File: src/rtl/thq_pkg.sv
// Shared widths, codes, reset values and inter-module types of the terrain height query block.
package thq_pkg;

    localparam int SIDE_W       = 9;
    localparam int FRAC_W       = 8;
    localparam int Q_W          = SIDE_W + FRAC_W;
    localparam int CS_W         = 8;
    localparam int SCALE_W      = 16;
    localparam int SAMPLE_W     = 8;
    localparam int ADDR_W       = 16;
    localparam int STORE_DEPTH  = 1 << ADDR_W;
    localparam int POS_W        = 24;
    localparam int HEIGHT_W     = 24;
    localparam int P_W          = SIDE_W + CS_W;
    localparam int NUM_W        = P_W + FRAC_W + 1;
    localparam int ACC_W        = 16;
    localparam int WGT_W        = FRAC_W + 1;
    localparam int MUL_W        = 16;
    localparam int PROD_W       = 2 * MUL_W;
    localparam int CFG_IDX_W    = 8;
    localparam int CFG_DATA_W   = 16;
    localparam int CNT_W        = $clog2(Q_W + 1);
    localparam int MAX_SIDE_DEF = 256;

    localparam logic [SIDE_W-1:0]  GRID_COLS_RST    = 9'd256;
    localparam logic [SIDE_W-1:0]  GRID_ROWS_RST    = 9'd256;
    localparam logic [CS_W-1:0]    CELL_SIZE_RST    = 8'd1;
    localparam logic [SCALE_W-1:0] HEIGHT_SCALE_RST = 16'd26;

    localparam logic [CFG_IDX_W-1:0] CFG_GRID_COLS    = 8'd0;
    localparam logic [CFG_IDX_W-1:0] CFG_GRID_ROWS    = 8'd1;
    localparam logic [CFG_IDX_W-1:0] CFG_CELL_SIZE    = 8'd2;
    localparam logic [CFG_IDX_W-1:0] CFG_HEIGHT_SCALE = 8'd3;

    localparam logic REQ_LOAD  = 1'b0;
    localparam logic REQ_QUERY = 1'b1;

    typedef struct packed {
        logic            start;
        logic [CS_W-1:0] rem0;
        logic [Q_W-1:0]  low;
        logic [CS_W-1:0] divisor;
    } t_div_req;

    typedef struct packed {
        logic           busy;
        logic [Q_W-1:0] quot;
    } t_div_rsp;

    typedef struct packed {
        logic                we;
        logic                re;
        logic [ADDR_W-1:0]   addr;
        logic [SAMPLE_W-1:0] wdata;
    } t_store_req;

endpackage

File: src/rtl/thq_div.sv
// Restoring radix-2 divider that yields the Q.8 cell coordinate, one quotient bit per cycle.
module thq_div (
    input  logic              i_clk,
    input  logic              i_rst_n,
    input  thq_pkg::t_div_req i_req,
    output thq_pkg::t_div_rsp o_rsp
);
    import thq_pkg::*;

    logic [CNT_W-1:0] r_cnt;
    logic [CS_W-1:0]  r_rem;
    logic [Q_W-1:0]   r_dq;
    logic [CS_W:0]    trial;
    logic [CS_W:0]    diff;
    logic             ge;

    assign trial = {r_rem, r_dq[Q_W-1]};
    assign ge    = trial >= {1'b0, i_req.divisor};
    assign diff  = trial - {1'b0, i_req.divisor};

    always_ff @(posedge i_clk) begin
        if (!i_rst_n) begin
            r_cnt <= '0;
        end else if (i_req.start) begin
            r_cnt <= CNT_W'(Q_W);
        end else if (r_cnt != '0) begin
            r_cnt <= r_cnt - CNT_W'(1);
        end
    end

    always_ff @(posedge i_clk) begin
        if (i_req.start) begin
            r_rem <= i_req.rem0;
            r_dq  <= i_req.low;
        end else if (r_cnt != '0) begin
            r_rem <= ge ? diff[CS_W-1:0] : trial[CS_W-1:0];
            r_dq  <= {r_dq[Q_W-2:0], ge};
        end
    end

    assign o_rsp.busy = r_cnt != '0;
    assign o_rsp.quot = r_dq;

endmodule

File: config.mk
export PLATFORM = sky130hd
export DESIGN_NAME = thq_div
export DESIGN_NICKNAME = d
export VERILOG_FILES = /design/src/rtl/thq_pkg.sv /design/src/rtl/thq_div.sv
export SDC_FILE = /design/constraint.sdc
export NUM_CORES = 1
export LEC_CHECK = 0
export BUFFER_PORTS_ARGS = -buffer_cell sky130_fd_sc_hd__buf_2
export CORE_ASPECT_RATIO = 1.75
export CORE_MARGIN = 3
export CORE_UTILIZATION = 40
export CTS_BUF_LIST = sky130_fd_sc_hd__clkbuf_4 sky130_fd_sc_hd__clkbuf_8
export CTS_CLUSTER_SIZE = 20
export DETAILED_ROUTE_END_ITERATION = 6
export PLACE_DENSITY = 0.73
export SLEW_MARGIN = 10
export SYNTH_ARGS = -nofsm -noshare
export SYNTH_HDL_FRONTEND = slang
export SYNTH_SLANG_ARGS = --single-unit
File: constraint.sdc
create_clock -name i_clk -period 2.7 [get_ports i_clk]
set_input_delay 0.54 -clock i_clk [delete_from_list [all_inputs] [get_ports i_clk]]
set_output_delay 0.54 -clock i_clk [all_outputs]
set_load 0.005 [all_outputs]
Word level (Yosys, flattened, before mapping):

Cells that the tools add are included.

* word-level logic and storage cells: 18
* output and inout bits: 18
* input port bits: 36
* flip-flop bits (word level): 30

* reduce and logical (&&, ||, !) cells: 3
* add/subtract/negate cells: 2
* multiplexer cells: 7
* bitwise operators: 1
* $lt $le $gt $ge: 1

Operator list (count)
* 2-to-1 mux 17 bit: 2
* 2-to-1 mux 8 bit: 3
* 2-to-1 mux 5 bit: 2
* greater-or-equal comparator 9 x 8 -> 1 bit: 1
* subtractor 8 bit: 1
* nonzero test 5 bit: 1
* subtractor 5 x 1 -> 5 bit, second input constant: 1
* nonzero test 2 bit: 1
* OR reduction 2 bit: 1
* NOT 1 bit: 1

Depth between registers and ports, before layout:

* word-level depth: 4
* mapped depth: 8
* mapped depth without buffers: 8

Worst setup path before layout:

Ideal clock, no wire load.

* kind: input-to-reg
* start point: input i_req[6] (netlist name)
* end point: register r_dq[0], data pin
* setup slack: 0.551 ns
* library setup time: 0.260 ns
* buffers on the path: 0
* data required time: 2.440 ns
* stages: 7
* arrival time: 1.889 ns
* cell sequence: inv_1 > ha_1 > a2111oi_4 > inv_2 > o211ai_4 > nand2_2 > mux2_2

* cells in the longest elaborated chain, start to end: 3

RTL lines
* from (decl): line thq_div.sv:5 `input thq_pkg::t_div_req i_req,`
* greater-or-equal comparator 9 x 8 -> 1 bit: line thq_div.sv:18 `assign ge = trial >= {1'b0, i_req.divisor};`
* 2-to-1 mux 17 bit: line thq_div.sv:35 `end else if (r_cnt != '0) begin`
* 2-to-1 mux 17 bit: line thq_div.sv:32 `if (i_req.start) begin`
* to (signal assigned): line thq_div.sv:34 `r_dq <= i_req.low;`
* to (signal assigned): line thq_div.sv:37 `r_dq <= {r_dq[Q_W-2:0], ge};`
* to (decl): line thq_div.sv:12 `logic [Q_W-1:0] r_dq;`

No other way between the ends. The select of a mux whose other input is x is not followed.
A chain may end at the register's enable or synchronous reset.

Worst setup path after layout:

* start point: register r_rem[5]
* end point: register r_dq[0], data pin

* cells in the longest elaborated chain, start to end: 3

RTL lines
* from (decl): line thq_div.sv:11 `logic [CS_W-1:0] r_rem;`
* from (signal assigned): line thq_div.sv:33 `r_rem <= i_req.rem0;`
* from (signal assigned): line thq_div.sv:36 `r_rem <= ge ? diff[CS_W-1:0] : trial[CS_W-1:0];`
* greater-or-equal comparator 9 x 8 -> 1 bit: line thq_div.sv:18
* 2-to-1 mux 17 bit: line thq_div.sv:35
* 2-to-1 mux 17 bit: line thq_div.sv:32

No other way between the ends. The select of a mux whose other input is x is not followed.

==> out/qor.csv <==
metric;value;unit
status;complete, no violations;
Crit. End Element;flop;
htree depth;2;
first-pass GRT wire length;6865;µm
Slew @ Worst Pin;311.7;ps
Setup TNS;0;ps
uppermost routed layer;met4;
RSZ-0062 raised after global routing;false;
clk sinks;30;
Fillers;438;
net count after synthesis;211;
# diodes;0;
CP max FO;7;
Worst-path clk slew;70;ps
routed len/inst;14.95;µm
R2R depth;6;
metal1 wirelength;1496;µm
crit path DAT;2150;ps
Starting DRT DRC Count;23;
Pwr Total;1949;µW
IO Count;54;
share of post-route cells with drive strength above 1;39.11;%
TritonCTS clock tree;yes;
Synth Flop Type;edfxtp_1;
most area-hungry cell type in the Yosys netlist;edfxtp_1;
Synth cell types;43;
synthesized cell area;1837;µm²
die height;95.64;µm
P per Cell Area;859.8;nW/µm²
post-synth top area share;40.87;%
Synth Area per Inst;11.20;µm²
Max Clk Rate;472.4;MHz
WS Path Type;reg2reg;
synth top area cells;edfxtp_1, mux2_2, ha_1;
pin count of the biggest net entering global routing;28;
fin crit share;78.40;%
initial antenna violation count;0;
DP HPWL;3348;µm
Die Footprint;5473;µm²
Layout area overhead;23.43;%
GR Util All Layers;16.55;%
CTS root buf;clkbuf_8;
hold depth;2;
site row count;32;
number of global-route vias before repair;1498;
CP Launch Type;flop;
via count;1445;
final setup violation count;0;
CTS Buf Count;5;
Critical Path RT;2730;ps
max-cap check violation count;0;
Core Footprint;4404;µm²
drt total wl;4126;µm
RD Place Congestion;0.7490;
Seq cells post-synth;30;
Port Buf Inserts;53;
total setup buffers inserted after CTS;0;
CTS Hold Buffers Added;0;
post-layout minimum cycle time;2117;ps
CTS resizes;0;
Async SR Flop Fraction;0;%
Initial Utilization;41.70;%
synth warn;0;
CTS Buffer Depth;2;
Hold Crit Class;in2reg;
sequential cell area;850.8;µm²
relative slew slack;79.22;%
Finished Cell Area;2267;µm²
Vias/cell;5.236;
worst vdd ir;0.0005046;V
die width;57.23;µm
Remaining DRCs;0;
later-pin clock latency in the skew report;280;ps
skew final;7.152;ps
Slew Limit Fails;0;
met2 WL post-DR;2355;µm
register area share after synthesis;46.32;%
drt pass-1 iters;4;
count leader, synth;edfxtp_1;
met3 wire len;164;µm
Antenna Violating Nets Remaining;0;
number of flops mapped to enable cells by yosys;25;
Final nets;271;
area of the multi-input gates;908.4;µm²
Post-DP Area;2182;µm²
Leak Pwr;0.0009669;µW
Synth top cells by count;edfxtp_1, mux2_2, inv_1;
synthesized netlist cell count;164;
GRT overflow;0;
Final Hold Fails;0;
## state kept, by name, summed over array words and instances, names as in the netlist
name,count
r_dq,17
r_rem,8
r_cnt,5
## layout make-up
type / count / area share (%)
multi-input cells: 114 / 40.07
flip-flops and latches: 30 / 37.53
repair buffers: 58 / 13.36
clock buffers: 6 / 3.366
well taps: 51 / 2.815
inverters: 15 / 2.483
clock inverters: 2 / 0.3863
## metal layers
metal  global-route usage, %  vias up
met3                   3.388        8
met4                   8.124        0
met1                   16.41      668
li1                        -      735
met2                   31.68       34
met5                       0        -
## cell families after synthesis
kind of cell,Yosys count,synth area share [%]
muxes,19,11.51
DFF,30,46.32
adders and majority gates,11,7.902
and+or+nand+nor,42,11.10
buffers and inverters,20,4.223
xor gates and xnor gates,4,1.907
AOI/OAI and AO/OA,38,17.03
## worst paths after layout
path / slack (ps) / startpoint / endpoint
worst max-delay path: 580 / r_rem[5] / r_dq[0]
worst min-delay path: 540 / i_rst_n / r_cnt[4]
worst max register to register: 580 / r_rem[5] / r_dq[0]
worst min register to register: 550 / r_cnt[4] / r_cnt[4]
## power breakdown
group          leakage, µW  internal, µW  switching [µW]
Sequential        0.000299           656            66.1
Clock            0.0000460           187             161
Combinational     0.000622           395             484
Total             0.000967          1240             712
## layout by cell type, fill, tap and decap left out, types with 2 or more instances in the layout
cell type  instances
a21oi_1            3
a2bb2oi_1          2
a311oi_1           2
a31oi_1            4
buf_2             53
buf_4              5
clkbuf_8           5
dfxtp_1            5
edfxtp_1          25
ha_1              10
inv_1             14
mux2_2            17
mux2i_1            2
nand2_1           10
nand2b_1           3
nand3_1            4
nand4_1            2
nor2_1            11
nor2b_1            3
nor3_1             3
nor4_1             2
o211ai_1           5
o21a_1             4
o21ai_0            5
o22ai_1            2
xnor2_1            4
## metrics by stage
stage	cells	hold slack (ps)	utilization [%]	setup WS [ps]
2_1_floorplan	164	485.1	-	551.3
3_3_place_gp	268	510.3	49.55	351.6
3_5_place_dp	268	542.3	49.55	327.8
4_1_cts	276	530.8	51.48	580.5
5_1_grt	276	536.9	51.48	427.2
6_report	276	535.2	51.48	583.2
## worst max-delay path, cell delays in order, from the launching register on
cell       delay [ps]
edfxtp_1          410
ha_1              400
a2111oi_4         330
inv_2             100
o211ai_4          270
nand2_2           110
mux2_2            260
No activity file was read; power rests on OpenSTA's default activity.
